==> src/sv/grr_pkg.sv <==
// ----------------------------------------------------------------------------
// grr_pkg
// shared constants, controller states and control/status types for the
// group reverse reorder block
// ----------------------------------------------------------------------------
package grr_pkg;

  localparam int MAX_GROUP = 16;
  localparam int ADDR_W    = $clog2(MAX_GROUP);
  localparam int CNT_W     = $clog2(MAX_GROUP + 1);
  localparam int GS_W      = 5;
  localparam int VAL_W     = 32;

  typedef enum logic [1:0] {
    ST_IDLE,
    ST_FETCH,
    ST_SHOW
  } state_t;

  // controller to datapath
  typedef struct packed {
    logic accept;
    logic rd_en;
  } cmd_t;

  // datapath to controller
  typedef struct packed {
    logic emit;
    logic shown_last;
  } sts_t;

endpackage

==> src/sv/group_reverse_reorder_top.sv <==
// ----------------------------------------------------------------------------
// group_reverse_reorder_top
// reorders a stream of 32-bit values, reversing each full group of
// group_size items (0 read as 1, above 16 as 16) and passing a trailing partial group in order
// ----------------------------------------------------------------------------
//   channel | ports                                         | direction
//   in      | in_valid in_stall in_value in_is_final        | input transfer
//   out     | out_valid out_stall out_value_res out_run_end | result transfer
//           | out_list_end                                  |
//   cfg     | cfg_we cfg_data                               | group size write
//
// an input item that emits nothing is only accepted; one that emits n results
// is accepted, then the store is read, then the n results are shown in turn
// store reads go through the single read port, one result per cycle while out_stall is low
// out_stall holds the current result and the store read for the next one
// reset clears fill count and state and sets group size to 1; no clearing pass
// ----------------------------------------------------------------------------
module group_reverse_reorder_top (
  input  logic                             clk,
  input  logic                             rst_n,
  input  logic                             in_valid,
  output logic                             in_stall,
  input  logic signed [grr_pkg::VAL_W-1:0] in_value,
  input  logic                             in_is_final,
  output logic                             out_valid,
  input  logic                             out_stall,
  output logic signed [grr_pkg::VAL_W-1:0] out_value_res,
  output logic                             out_run_end,
  output logic                             out_list_end,
  input  logic                             cfg_we,
  input  logic [grr_pkg::GS_W-1:0]         cfg_data
);

  grr_pkg::cmd_t cmd;
  grr_pkg::sts_t sts;

  grr_ctrl u_ctrl (
    .clk       (clk),
    .rst_n     (rst_n),
    .in_valid  (in_valid),
    .in_stall  (in_stall),
    .out_valid (out_valid),
    .out_stall (out_stall),
    .cmd       (cmd),
    .sts       (sts)
  );

  grr_dp u_dp (
    .clk           (clk),
    .rst_n         (rst_n),
    .cfg_we        (cfg_we),
    .cfg_data      (cfg_data),
    .in_value      (in_value),
    .in_is_final   (in_is_final),
    .out_value_res (out_value_res),
    .out_run_end   (out_run_end),
    .out_list_end  (out_list_end),
    .cmd           (cmd),
    .sts           (sts)
  );

endmodule

==> src/sv/grr_ram.sv <==
// ----------------------------------------------------------------------------
// grr_ram
// generic single write port, single read port ram with registered read data
// ----------------------------------------------------------------------------
module grr_ram #(
  parameter int WIDTH = 32,
  parameter int DEPTH = 16
) (
  input  logic                     clk,
  input  logic                     we,
  input  logic [$clog2(DEPTH)-1:0] waddr,
  input  logic [WIDTH-1:0]         wdata,
  input  logic                     re,
  input  logic [$clog2(DEPTH)-1:0] raddr,
  output logic [WIDTH-1:0]         rdata
);

  logic [WIDTH-1:0] mem [DEPTH];

  always_ff @(posedge clk) begin
    if (we) begin
      mem[waddr] <= wdata;
    end
    if (re) begin
      rdata <= mem[raddr];
    end
  end

endmodule

==> src/sv/grr_ctrl.sv <==
// ----------------------------------------------------------------------------
// grr_ctrl
// controller: takes one input transfer and, if it emits a group, drains that
// group while out_stall is low, one result per cycle
// ----------------------------------------------------------------------------
module grr_ctrl (
  input  logic          clk,
  input  logic          rst_n,
  input  logic          in_valid,
  output logic          in_stall,
  output logic          out_valid,
  input  logic          out_stall,
  output grr_pkg::cmd_t cmd,
  input  grr_pkg::sts_t sts
);

  grr_pkg::state_t state_r, state_nxt;

  always_ff @(posedge clk) begin
    if (!rst_n) begin
      state_r <= grr_pkg::ST_IDLE;
    end else begin
      state_r <= state_nxt;
    end
  end

  always_comb begin
    state_nxt = state_r;
    case (state_r)
      grr_pkg::ST_IDLE: begin
        if (in_valid && sts.emit) state_nxt = grr_pkg::ST_FETCH;
      end
      grr_pkg::ST_FETCH: begin
        state_nxt = grr_pkg::ST_SHOW;
      end
      grr_pkg::ST_SHOW: begin
        if (!out_stall && sts.shown_last) state_nxt = grr_pkg::ST_IDLE;
      end
      default: begin
        state_nxt = grr_pkg::ST_IDLE;
      end
    endcase
  end

  always_comb begin
    in_stall   = 1'b1;
    out_valid  = 1'b0;
    cmd.accept = 1'b0;
    cmd.rd_en  = 1'b0;
    case (state_r)
      grr_pkg::ST_IDLE: begin
        in_stall   = 1'b0;
        cmd.accept = in_valid;
      end
      grr_pkg::ST_FETCH: begin
        cmd.rd_en = 1'b1;
      end
      grr_pkg::ST_SHOW: begin
        out_valid = 1'b1;
        cmd.rd_en = !out_stall && !sts.shown_last;
      end
      default: begin
        in_stall = 1'b1;
      end
    endcase
  end

  a_no_overlap: assert property (@(posedge clk) disable iff (!rst_n)
    out_valid |-> in_stall)
    else $error("input taken while results pending");

  a_last_returns: assert property (@(posedge clk) disable iff (!rst_n)
    (out_valid && !out_stall && sts.shown_last) |=> !in_stall && !out_valid)
    else $error("controller did not return to idle after last result");

endmodule

==> src/sv/grr_dp.sv <==
// ----------------------------------------------------------------------------
// grr_dp
// datapath: group size register, fill count, group store and read sequencing
// ----------------------------------------------------------------------------
module grr_dp (
  input  logic                             clk,
  input  logic                             rst_n,
  input  logic                             cfg_we,
  input  logic [grr_pkg::GS_W-1:0]         cfg_data,
  input  logic signed [grr_pkg::VAL_W-1:0] in_value,
  input  logic                             in_is_final,
  output logic signed [grr_pkg::VAL_W-1:0] out_value_res,
  output logic                             out_run_end,
  output logic                             out_list_end,
  input  grr_pkg::cmd_t                    cmd,
  output grr_pkg::sts_t                    sts
);

  logic [grr_pkg::GS_W-1:0]   group_size_r;
  logic [grr_pkg::CNT_W-1:0]  fill_r, fill_nxt;
  logic [grr_pkg::CNT_W-1:0]  n_r, idx_r;
  logic                       rev_r, fin_r;
  logic                       run_end_r, list_end_r;
  logic [grr_pkg::CNT_W-1:0]  k, fill_inc, rd_off;
  logic                       rev_now;
  logic                       last_rd;
  logic [grr_pkg::VAL_W-1:0]  rdata;

  always_comb begin
    if (group_size_r == '0) begin
      k = grr_pkg::CNT_W'(1);
    end else if (32'(group_size_r) > 32'(grr_pkg::MAX_GROUP)) begin
      k = grr_pkg::CNT_W'(grr_pkg::MAX_GROUP);
    end else begin
      k = grr_pkg::CNT_W'(group_size_r);
    end
  end

  assign fill_inc = fill_r + grr_pkg::CNT_W'(1);
  assign rev_now  = (fill_inc >= k);
  assign sts.emit = rev_now || in_is_final;
  assign sts.shown_last = run_end_r;

  assign fill_nxt = (cmd.accept && sts.emit) ? '0 :
                    cmd.accept               ? fill_inc : fill_r;

  always_ff @(posedge clk) begin
    if (!rst_n) begin
      group_size_r <= grr_pkg::GS_W'(1);
      fill_r       <= '0;
    end else begin
      if (cfg_we) group_size_r <= cfg_data;
      fill_r <= fill_nxt;
    end
  end

  assign last_rd = (idx_r == n_r - grr_pkg::CNT_W'(1));
  assign rd_off  = rev_r ? (n_r - grr_pkg::CNT_W'(1) - idx_r) : idx_r;

  always_ff @(posedge clk) begin
    if (cmd.accept && sts.emit) begin
      n_r   <= fill_inc;
      rev_r <= rev_now;
      fin_r <= in_is_final;
      idx_r <= '0;
    end else if (cmd.rd_en) begin
      idx_r <= idx_r + grr_pkg::CNT_W'(1);
    end
    if (cmd.rd_en) begin
      run_end_r  <= last_rd;
      list_end_r <= last_rd && fin_r;
    end
  end

  grr_ram #(
    .WIDTH (grr_pkg::VAL_W),
    .DEPTH (grr_pkg::MAX_GROUP)
  ) u_store (
    .clk   (clk),
    .we    (cmd.accept),
    .waddr (fill_r[grr_pkg::ADDR_W-1:0]),
    .wdata (in_value),
    .re    (cmd.rd_en),
    .raddr (rd_off[grr_pkg::ADDR_W-1:0]),
    .rdata (rdata)
  );

  assign out_value_res = rdata;
  assign out_run_end   = run_end_r;
  assign out_list_end  = list_end_r;

  a_fill_bound: assert property (@(posedge clk) disable iff (!rst_n)
    32'(fill_r) < grr_pkg::MAX_GROUP)
    else $error("fill count reached store depth");

  a_fill_step: assert property (@(posedge clk) disable iff (!rst_n)
    (cmd.accept && !sts.emit) |=> (fill_r == $past(fill_r) + grr_pkg::CNT_W'(1)))
    else $error("fill count did not advance");

  a_idx_bound: assert property (@(posedge clk) disable iff (!rst_n)
    cmd.rd_en |=> (idx_r <= n_r))
    else $error("read index ran past group");

endmodule

==> config.mk <==
export PLATFORM = sky130hd
export DESIGN_NAME = group_reverse_reorder_top
export DESIGN_NICKNAME = d
export VERILOG_FILES = /design/src/sv/grr_pkg.sv /design/src/sv/group_reverse_reorder_top.sv /design/src/sv/grr_ram.sv /design/src/sv/grr_ctrl.sv /design/src/sv/grr_dp.sv
export SDC_FILE = /design/constraint.sdc
export NUM_CORES = 1
export LEC_CHECK = 0
export ABC_CLOCK_PERIOD_IN_PS = 4250
export BUFFER_PORTS_ARGS = -buffer_cell sky130_fd_sc_hd__buf_4
export CORE_MARGIN = 2
export CORE_UTILIZATION = 25
export DETAILED_ROUTE_END_ITERATION = 10
export GPL_TIMING_DRIVEN = 0
export HOLD_SLACK_MARGIN = 0.06
export MAX_ROUTING_LAYER = met4
export SYNTH_ARGS = -nofsm -noshare
export SYNTH_HDL_FRONTEND = slang
export SYNTH_SLANG_ARGS = --single-unit
==> constraint.sdc <==
create_clock -name clk -period 4.25 [get_ports clk]
set_input_delay 0 -clock clk [delete_from_list [all_inputs] [get_ports clk]]
set_output_delay 0 -clock clk [all_outputs]
set_load 0.005 [all_outputs]
# == Word level (Yosys, flattened, before mapping) ==
# Memories as Yosys holds them, arrays and structs flattened. A register that Yosys moved wholly into a read port is not among the register bits.
# Cells that the tools add are included.
# word_totals
reg_bits,26
latchBits,0
ram_bits,512
mem_bits_ro,0
in_bits,43
output_inout_bits,36
word_cells,46
memories,1
# mem_list
name,depth,width,rd,rd_ports_with_merged_regs,wr,line,source
u_dp.u_store.mem,16,32,1,1,1,grr_ram.sv:18,logic [WIDTH-1:0] mem [DEPTH];
# classes
n_addsub,4
multipliers,0
div_mod_pow,0
order_cmp,2
n_eq_ne,5
n_shift,0
mux,12
bitwise,1
n_reduce_logical,12
# ops
operator,n
$add A5 B1 Y5 const B,2
$mux W5,2
$pmux W2 S3,1
$eq A5 B5 Y1,1
$ge A5 B5 Y1,1
$gt A5 B5 Y1 const B,1
$logic_and A1 B1 Y1,5
$logic_not A5 Y1,1
$mux W1,5
$sub A5 B1 Y5 const B,1
$mux W2,2
$mux W4,1
$ne A2 B1 Y1 const B,2
$sub A4 B4 Y4,1
$eq A2 B1 Y1 const B,1
$eq A2 B2 Y1 const B,1
$logic_not A1 Y1,2
$logic_not A2 Y1,1
$pmux W1 S2,1
$reduce_and A2 Y1,1
$reduce_or A2 Y1,1
$logic_or A1 B1 Y1,1
$not A1 Y1,1

# == Depth between registers and ports, before layout ==
# Gate-level depths: netlist (run 1).
# logic_depth
ltp_word,8
mapped_depth,10

# == Cells and area by module ==
# A second synthesis (run 1) with hierarchy kept.
# unflattened
cells_unflattened,996
hier_area_um2,21677.0
# modules_own_cells
module,n_inst,cells_each,area_each_um2,seq_area_each_um2
grr_ram,1,838,20174.3,16335.7
grr_dp,1,136,1322.5,570.5
grr_ctrl,1,22,180.2,40.0

# == Least setup slack after synthesis (run 1) ==
# No wires, ideal clock.
# synth_timing
kind,reg2reg
start,register u_ctrl.state_r[0]
end,"memory u_dp.u_store.mem[3][0], enable pin"
arrival_ps,3350
path_slack_ps,439
stages_incl_launch_ff,7
path_buffers,1
period_less_slack_ps,3811
cell_sequence,dfxtp_1 inv_1 ha_1 and2_1 clkbuf_1 nand2_1 nor3_1
# synth_between
elab_chain_cells,4
# synth_rtl
item,line,source
start: declaration,grr_ctrl.sv:17,"grr_pkg::state_t state_r, state_nxt;"
start signal: assignment,grr_ctrl.sv:21,state_r <= grr_pkg::ST_IDLE;
start signal: assignment,grr_ctrl.sv:23,state_r <= state_nxt;
$logic_not A2 Y1,grr_ctrl.sv:50,case (state_r)
$mux W1,grr_ctrl.sv:50,
$mux W1,grr_ram.sv:21,if (we) begin
$mux W1 (not written as such),grr_ram.sv:22,mem[waddr] <= wdata;
end: declaration,grr_ram.sv:18,
# No other way between the ends.

# == Worst setup path after layout (run 1) ==
# layout_timing
start,register u_dp.n_r[0] (netlist name)
end,register u_dp.u_store.rdata[27] (read register of u_dp.u_store.mem) (data pin)
# layout_between
elab_chain_cells,3
# layout_rtl
item,line,source
start: declaration,grr_dp.sv:21,"logic [grr_pkg::CNT_W-1:0] n_r, idx_r;"
start signal: assignment,grr_dp.sv:62,n_r <= fill_inc;
$sub A5 B1 Y5,-,
$sub A4 B4 Y4,grr_dp.sv:58,assign rd_off = rev_r ? (n_r - grr_pkg::CNT_W'(1) - idx_r) : idx_r;
$mux W4,grr_dp.sv:58,
end: declaration,grr_ram.sv:15,output logic [WIDTH-1:0] rdata
# No other way between the ends.
# A chain may end at the register's enable or synchronous reset.

==> results.md, run 1 <==
* Worst Setup Slack, final at between 0.04 and 0.05 ns
* Finished Layout Cells at 2833
* Die Width at a little over 300 microns
* Kind of critical path: reg -> reg
* CP arrival at around 4.7 ns
* Cell accounting for the most synthesized area: edfxtp_1
* Final Hold Vio Count at 0
* CP max stage cell: a2111oi_0
* Layout overhead on the synthesized area at 22.6%
* Max FO, Critical Path at 10
* Synth area leaders: edfxtp_1 72%, a211oi_1 6.3%, and3_1 5.3%, mux2i_1 3.1%, a2111oi_0 2.4%
* Num CTS Buffers at 60
* Via count at roughly 14000
* Worst slew margin at 25.5%
* Area share of the largest cell type after synthesis at 72.4%
* Global-route wire length before repair at around 93000 microns
* FF/Latch Area at between 15000 and 20000 sq um
* Sum Neg Setup Slack at 0 ns
* Filler instances at 8757
* EDFF count, synth at 553
* GRT Resource Usage Total at 13.6%
* Final wirelength at 63600 microns
* Power density cells at roughly 660 nW/um^2
* Peak VDD IR at 0.383 mV
* Largest net degree at the start of global routing at 26
* #FFs+latches synth at 570
* Ys async rst share at 0%
* Syn_nets at 1444
* Setup crit start kind: register
* Number of synthesis warnings at 0
* R2r worst-path depth at 10
* GRT overflow at 0
* WL/cell at 22.4 microns
* Placed insts at 2670
* RR Endpoint: u_dp.u_store.rdata[27]
* Fin crit share at a little over nine tenths
* CTS H-tree depth at 2
* Hold endpoint: u_dp.fin_r
* CTS sink count at 570
* Post-CTS Setup Inserts at 0
* Synth Flop Type: edfxtp_1
* Synth cell count leaders: 553 x edfxtp_1, 193 x and3_1, 192 x a211oi_1
* Final setup vio count at 0
* Fin nets at 1659
* Family with the most delay on the worst path: compound AO/OA/AOI/OAI gates
* Run status: finished clean
* Placement Rows at 111
* Crit. End Element: register
* Count leader, synth: edfxtp_1
* Clk Latency, worst-skew pair at 0.63 ns
* Distinct cells, synth at 48
* HP Start: in_is_final
* Antenna violations before repair at 0
* Io pins at ~80
* Syn avg cell area at 16.6 sq um
* Clock transition at the registers of the reported paths at 0.06 ns
* Die footprint at 94100 sq um
* Core Util, Final at 30.8%
* Remaining antenna violation count after routing at 0
* Core footprint at 91200 sq um
* Worst reg2reg startpoint: u_dp.n_r[0]
* Crit path required time at 4.71 ns
* Post-Syn Area at 22900 sq um
* Starting density of the core at 25.1%
* Worst hold margin at 0.128 ns
* Clk buf depth at 3
* RSZ-0062 raised after global routing: false
* Fraction of layout cells with a size suffix above 1 at between 10% and 20%
* Reg-to-reg slack, setup at 0.05 ns
* Slew @ Worst Pin at 1.11 ns
* Dpl ws at 0.230 ns
* Area of the multi-input gates at 5450 sq um
* Leak pwr at roughly 9.5 nW
* WP buf/inv at 3
* Vias per std cell at 4.82
* Max cap viols at 0
* Cell count after synthesis at 1382
* First-pass DRT Iterations at 5
* Finished Cell Area at 28100 sq um
* Slew Viols, Final at 0
* Detailed Route Iter0 Violations at 1473
* IO buf count at 76
* Worst path cell trace: inv_1, ha_1, fa_1, nand2_2, buf_2, o32a_1, buf_2, a211oi_1, a2111oi_0, mux2_2
* Root Driver: clkbuf_16
* Number of remaining DRC errors at 0
* Dpl cell area at 25500 sq um
* Vias in the first global route at about 14000
* N_diodes at 0
* DP HPWL at about 42000 microns
* CTS tree: done
* RePlAce Congestion at 0.825
* Worst Skew at 0.0330 ns
* Fin crit period at about 4.2 ns
* Max Fclk at 0.238 GHz
* Total power at 18.6 mW
* Die Ht at between 300 and 400 microns
* Hold Crit Class: in -> reg
* Top cell by count, worst path: buf_2
* CP peak stage delay at 0.80 ns
* Hold Path Stages at 2
* Seq/Total Area, Yosys at around 74%
power by group:
part / switching, mW / total [mW] / internal (mW)
Sequential: 0.106 / 6.73 / 6.62
Combinational: 4.09 / 6.46 / 2.36
Clock: 2.21 / 5.40 / 3.20
sequential cells by signal (all words and copies together) (netlist names):
signal / count
u_dp.fin_r: 1
u_dp.out_run_end: 1
u_dp.fill_r: 5
u_dp.u_store.rdata: 32
u_ctrl.state_r: 2
u_dp.group_size_r: 5
u_dp.u_store.mem: 512
u_dp.rev_r: 1
u_dp.out_list_end: 1
u_dp.idx_r: 5
u_dp.n_r: 5
cell usage in the layout, fill, tap and decap left out, types with 10 or more instances in the layout:
| cell type | n |
|---|---|
| edfxtp_1 | 553 |
| and3_1 | 193 |
| a211oi_1 | 192 |
| buf_4 | 86 |
| mux2i_1 | 70 |
| a2111oi_0 | 61 |
| clkbuf_16 | 60 |
| dlygate4sd3_1 | 51 |
| clkbuf_1 | 50 |
| buf_2 | 32 |
| buf_6 | 23 |
| mux2_2 | 22 |
| ha_1 | 18 |
| nand2_1 | 17 |
| clkinv_1 | 17 |
| dfxtp_1 | 17 |
| nor2_1 | 15 |
| inv_1 | 14 |
| nor2_4 | 12 |
| clkinv_2 | 12 |
| xnor2_1 | 11 |
| mux2_4 | 10 |
| bufinv_16 | 10 |
timing repair:
item,4_1_cts,5_1_grt
resized for setup,0,1
hold endpoints to repair,525,0
endpoints found under the setup margin,0,1
hold buffers,51,0
cell families after synthesis:
group / after synthesis / share of synthesized area, %
AO/OA/AOI/OAI: 280 / 9.55
XOR/XNOR: 19 / 0.726
adder cells (fa/ha/maj): 19 / 1.07
flip-flops: 570 / 73.9
AND/OR/NAND/NOR: 273 / 7.01
multiplexers: 103 / 4.89
buffers and inverters: 118 / 2.84
layout make-up:
cell class	instances	share of cell area, %
Timing Repair Buffer	153	5.43
Tap cell	1186	5.28
Buffer	103	2.12
Clock buffer	65	5.41
Multi-Input combinational cell	694	19.4
Inverter	15	0.200
Clock inverter	47	1.86
Sequential cell	570	60.3
metal layers:
layer  wire length [microns]  share of wire, %  up-vias  global-route usage, %
li1                        -                 -     6065                      -
met1                   27000                43     6946                   17.7
met2                   30700                48      532                   22.0
met3                    4200               6.6      108                   2.11
met4                    1690               2.6        0                   4.09
met5                       0                 0        -                      -
worst max path at each step:
stage,start,endpoint,depth (start not counted)
finish,u_dp.n_r[0],u_dp.u_store.rdata[27],10
global route,u_dp.idx_r[0],u_dp.u_store.rdata[27],9
CTS,u_dp.n_r[0],u_dp.u_store.rdata[24],10
detailed placement,u_dp.n_r[0],u_dp.u_store.rdata[24],10
global placement,u_ctrl.state_r[0],u_dp.u_store.mem[3][18],6
floorplan,u_ctrl.state_r[0],u_dp.u_store.mem[3][0],6
Power figures use the tool's default switching activity.
==> run 2: changes to the inputs <==
--- a/config.mk
+++ b/config.mk
@@ -7,6 +7,7 @@
 export LEC_CHECK = 0
 export ABC_CLOCK_PERIOD_IN_PS = 4250
 export BUFFER_PORTS_ARGS = -buffer_cell sky130_fd_sc_hd__buf_4
+export CORE_ASPECT_RATIO = 0.6
 export CORE_MARGIN = 2
 export CORE_UTILIZATION = 25
 export DETAILED_ROUTE_END_ITERATION = 10
==> results.md, run 2 (synthesis results as in run 1) <==
* Run status: finished clean (unchanged)
* Filler instances at 8715 (was 8757)
* CTS sink count at 570 (unchanged)
* Vias in the first global route at 13800 (was 13900)
* Commonest non-fill, non-tap cell in the layout: edfxtp_1 (unchanged)
* Fraction of layout cells with a size suffix above 1 at 18.5% (was 18.8%)
* Io pins at 79 (unchanged)
* Fin crit share at 95.6% (was 98.8%)
* Slew Viols, Final at 0 (unchanged)
* GRT overflow at 0 (unchanged)
* Most flops, register: u_dp.u_store.mem (unchanged)
* Core footprint at 90300 sq um (was 91200 sq um)
* Max cap viols at 0 (unchanged)
* First-pass DRT Iterations at 5 (unchanged)
* Worst hold margin at 0.154 ns (was 0.128 ns)
* Final Hold Vio Count at 0 (unchanged)
* RSZ-0062 raised after global routing: false (unchanged)
* Max reg flops at 512 (unchanged)
* Crit. End Element: register (unchanged)
* Switching share of power at 35.2% (was 34.5%)
* Area of the multi-input gates at 5440 sq um (was 5450 sq um)
* Post-CTS resize count at 0 (unchanged)
* Placement Rows at 85 (was 111)
* Largest regs: u_dp.u_store.mem (512), u_dp.u_store.rdata (32) (unchanged)
* Worst Skew at 0.0240 ns (was 0.0330 ns)
* IO buf count at 76 (unchanged)
* Detailed Route Iter0 Violations at 1577 (was 1473)
* Slew @ Worst Pin at 1.28 ns (was 1.11 ns)
* RePlAce Congestion at 0.842 (was 0.825)
* Final wirelength at 65400 microns (was 63600 microns)
* Num CTS Buffers at 53 (was 60)
* Fin nets at 1651 (was 1659)
* P_sw at 6.50 mW (was 6.41 mW)
* Antenna violations before repair at 3 (was 0)
* Internal at 12.0 mW (was 12.2 mW)
* Crit path required time at 4.71 ns (about the same)
* Largest net degree at the start of global routing at 41 (was 26)
* HP Start: in_is_final (unchanged)
* Clk pwr share at 27.7% (was 29.1%)
* Total power at 18.5 mW (was 18.6 mW)
* Final setup vio count at 0 (unchanged)
* Leak pwr at 9.40 nW (was 9.52 nW)
* Gate power share at 35.9% (was 34.7%)
* Hold Crit Class: in -> reg (unchanged)
* CTS H-tree depth at 2 (unchanged)
* R2r worst-path depth at 9 (was 10)
* Worst slew margin at 12.5% (was 25.5%)
* Clk buf depth at 3 (unchanged)
* GRT Resource Usage Total at 14.0% (was 13.6%)
* Power density cells at 662 nW/um^2 (about the same)
* Kind of critical path: reg -> reg (unchanged)
* Hold Path Stages at 2 (unchanged)
* CTS tree: done (unchanged)
* Die footprint at 94200 sq um (was 94100 sq um)
* Fin crit period at 4.06 ns (was 4.20 ns)
* Hold endpoint: u_dp.fin_r (unchanged)
* Number of remaining DRC errors at 0 (unchanged)
* Reg-to-reg slack, setup at 0.19 ns (was 0.05 ns)
* Flop pwr share at 36.4% (was 36.2%)
* Die Ht at 239 microns (was 307 microns)
* Root Driver: clkbuf_16 (unchanged)
* Die Width at 395 microns (was 307 microns)
* CP arrival at 4.53 ns (was 4.66 ns)
* Worst reg2reg startpoint: u_dp.idx_r[0] (was u_dp.n_r[0])
* Commonest non-fill, non-tap cells in the layout: 553 x edfxtp_1, 193 x and3_1, 192 x a211oi_1 (unchanged)
* Clk Latency, worst-skew pair at 0.61 ns (was 0.63 ns)
* Peak VDD IR at 0.396 mV (was 0.383 mV)
* Starting density of the core at 25.4% (was 25.1%)
* Remaining antenna violation count after routing at 0 (unchanged)
* Max Fclk at 0.246 GHz (was 0.238 GHz)
* WL/cell at 23.0 microns (was 22.4 microns)
* Via count at 13800 (was 13700)
* RR Endpoint: u_dp.u_store.rdata[3] (was u_dp.u_store.rdata[27])
* Max FO, Critical Path at 10 (unchanged)
* FF/Latch Area at 16900 sq um (unchanged)
* Layout overhead on the synthesized area at 21.7% (was 22.6%)
* Setup crit start kind: register (unchanged)
* DP HPWL at 43900 microns (was 42400 microns)
* Clock transition at the registers of the reported paths at 0.06 ns (about the same)
* Global-route wire length before repair at 94800 microns (was 93000 microns)
* Vias per std cell at 4.84 (was 4.82)
* Sum Neg Setup Slack at 0 ns (unchanged)
run 2: cell count changes in the layout (fill, tap and decap cells not counted), sizes merged:
cell and delta:
buf -1, bufinv +1, clkbuf -7, clkinv -12, clkinvlp +4, diode +2
inv -2
run 2: power by group through the flow:
stage	logic [mW]	registers [mW]	clock network [mW]
3_5_place_dp	6.49	6.86	0
4_1_cts	6.58	6.74	5.18
2_1_floorplan	3.83	6.83	0
3_3_place_gp	6.34	6.88	0
5_1_grt	7.02	6.75	5.40
6_report	6.62	6.73	5.11
run 2: worst max-delay path: stages, from the launching register on:
cell and delay, ns:
dfxtp_1 0.53, ha_1 0.27, fa_1 0.45, nand2_2 0.26
buf_2 0.34, o32a_1 0.36, buf_2 0.33, a211oi_1 0.07
a2111oi_0 0.97, mux2_4 0.34
run 2: per-layer routing:
| metal | track usage (%) | vias to the layer above | share of wire [%] |
|---|---|---|---|
| met5 | - | - | 0 |
| met4 | 2.65 | 0 | 1.9 |
| met3 | 2.78 | 96 | 9.0 |
| met2 | 20.2 | 638 | 43 |
| met1 | 20.4 | 7011 | 46 |
| li1 | - | 6041 | - |
run 2: per-stage QoR:
stage | std cells | instance area (sq um) | util [%] | setup slack, ns
final | 2850 | 27900 | 30.9 | 0.187
after detailed placement | 2701 | 25500 | 28.3 | 0.283
after CTS | 2848 | 27900 | 30.9 | 0.257
after global routing | 2850 | 27900 | 30.9 | 0.0734
after floorplan | 1382 | 22900 | - | 0.439
after global placement | 2676 | 25000 | 27.7 | -2.14
run 2: cell type report:
cell class | count | share of cell area (%)
inverter | 15 | 0.202
tap | 1218 | 5.46
clock inverter | 38 | 1.77
buffer | 103 | 2.15
multi-input combinational | 694 | 19.5
timing repair buffer | 152 | 5.29
clock buffer | 58 | 4.90
antenna | 2 | 0.0179
sequential | 570 | 60.7
run 2: repair_timing:
action | in CTS | in global routing
endpoints found under the setup margin | 0 | 0
hold buffers | 51 | 0
setup buffers | 0 | 0
hold endpoints to repair | 525 | 0
run 2: worst max-delay path by stage:
stage | startpoint | cells after the start | end
5_1_grt | u_dp.idx_r[0] | 9 | u_dp.u_store.rdata[3]
3_3_place_gp | u_ctrl.state_r[0] | 6 | u_dp.u_store.mem[2][12]
6_report | u_dp.idx_r[0] | 9 | u_dp.u_store.rdata[3]
4_1_cts | u_dp.n_r[0] | 10 | u_dp.u_store.rdata[3]
3_5_place_dp | u_dp.n_r[0] | 10 | u_dp.u_store.rdata[3]
2_1_floorplan | u_ctrl.state_r[0] | 6 | u_dp.u_store.mem[3][0]
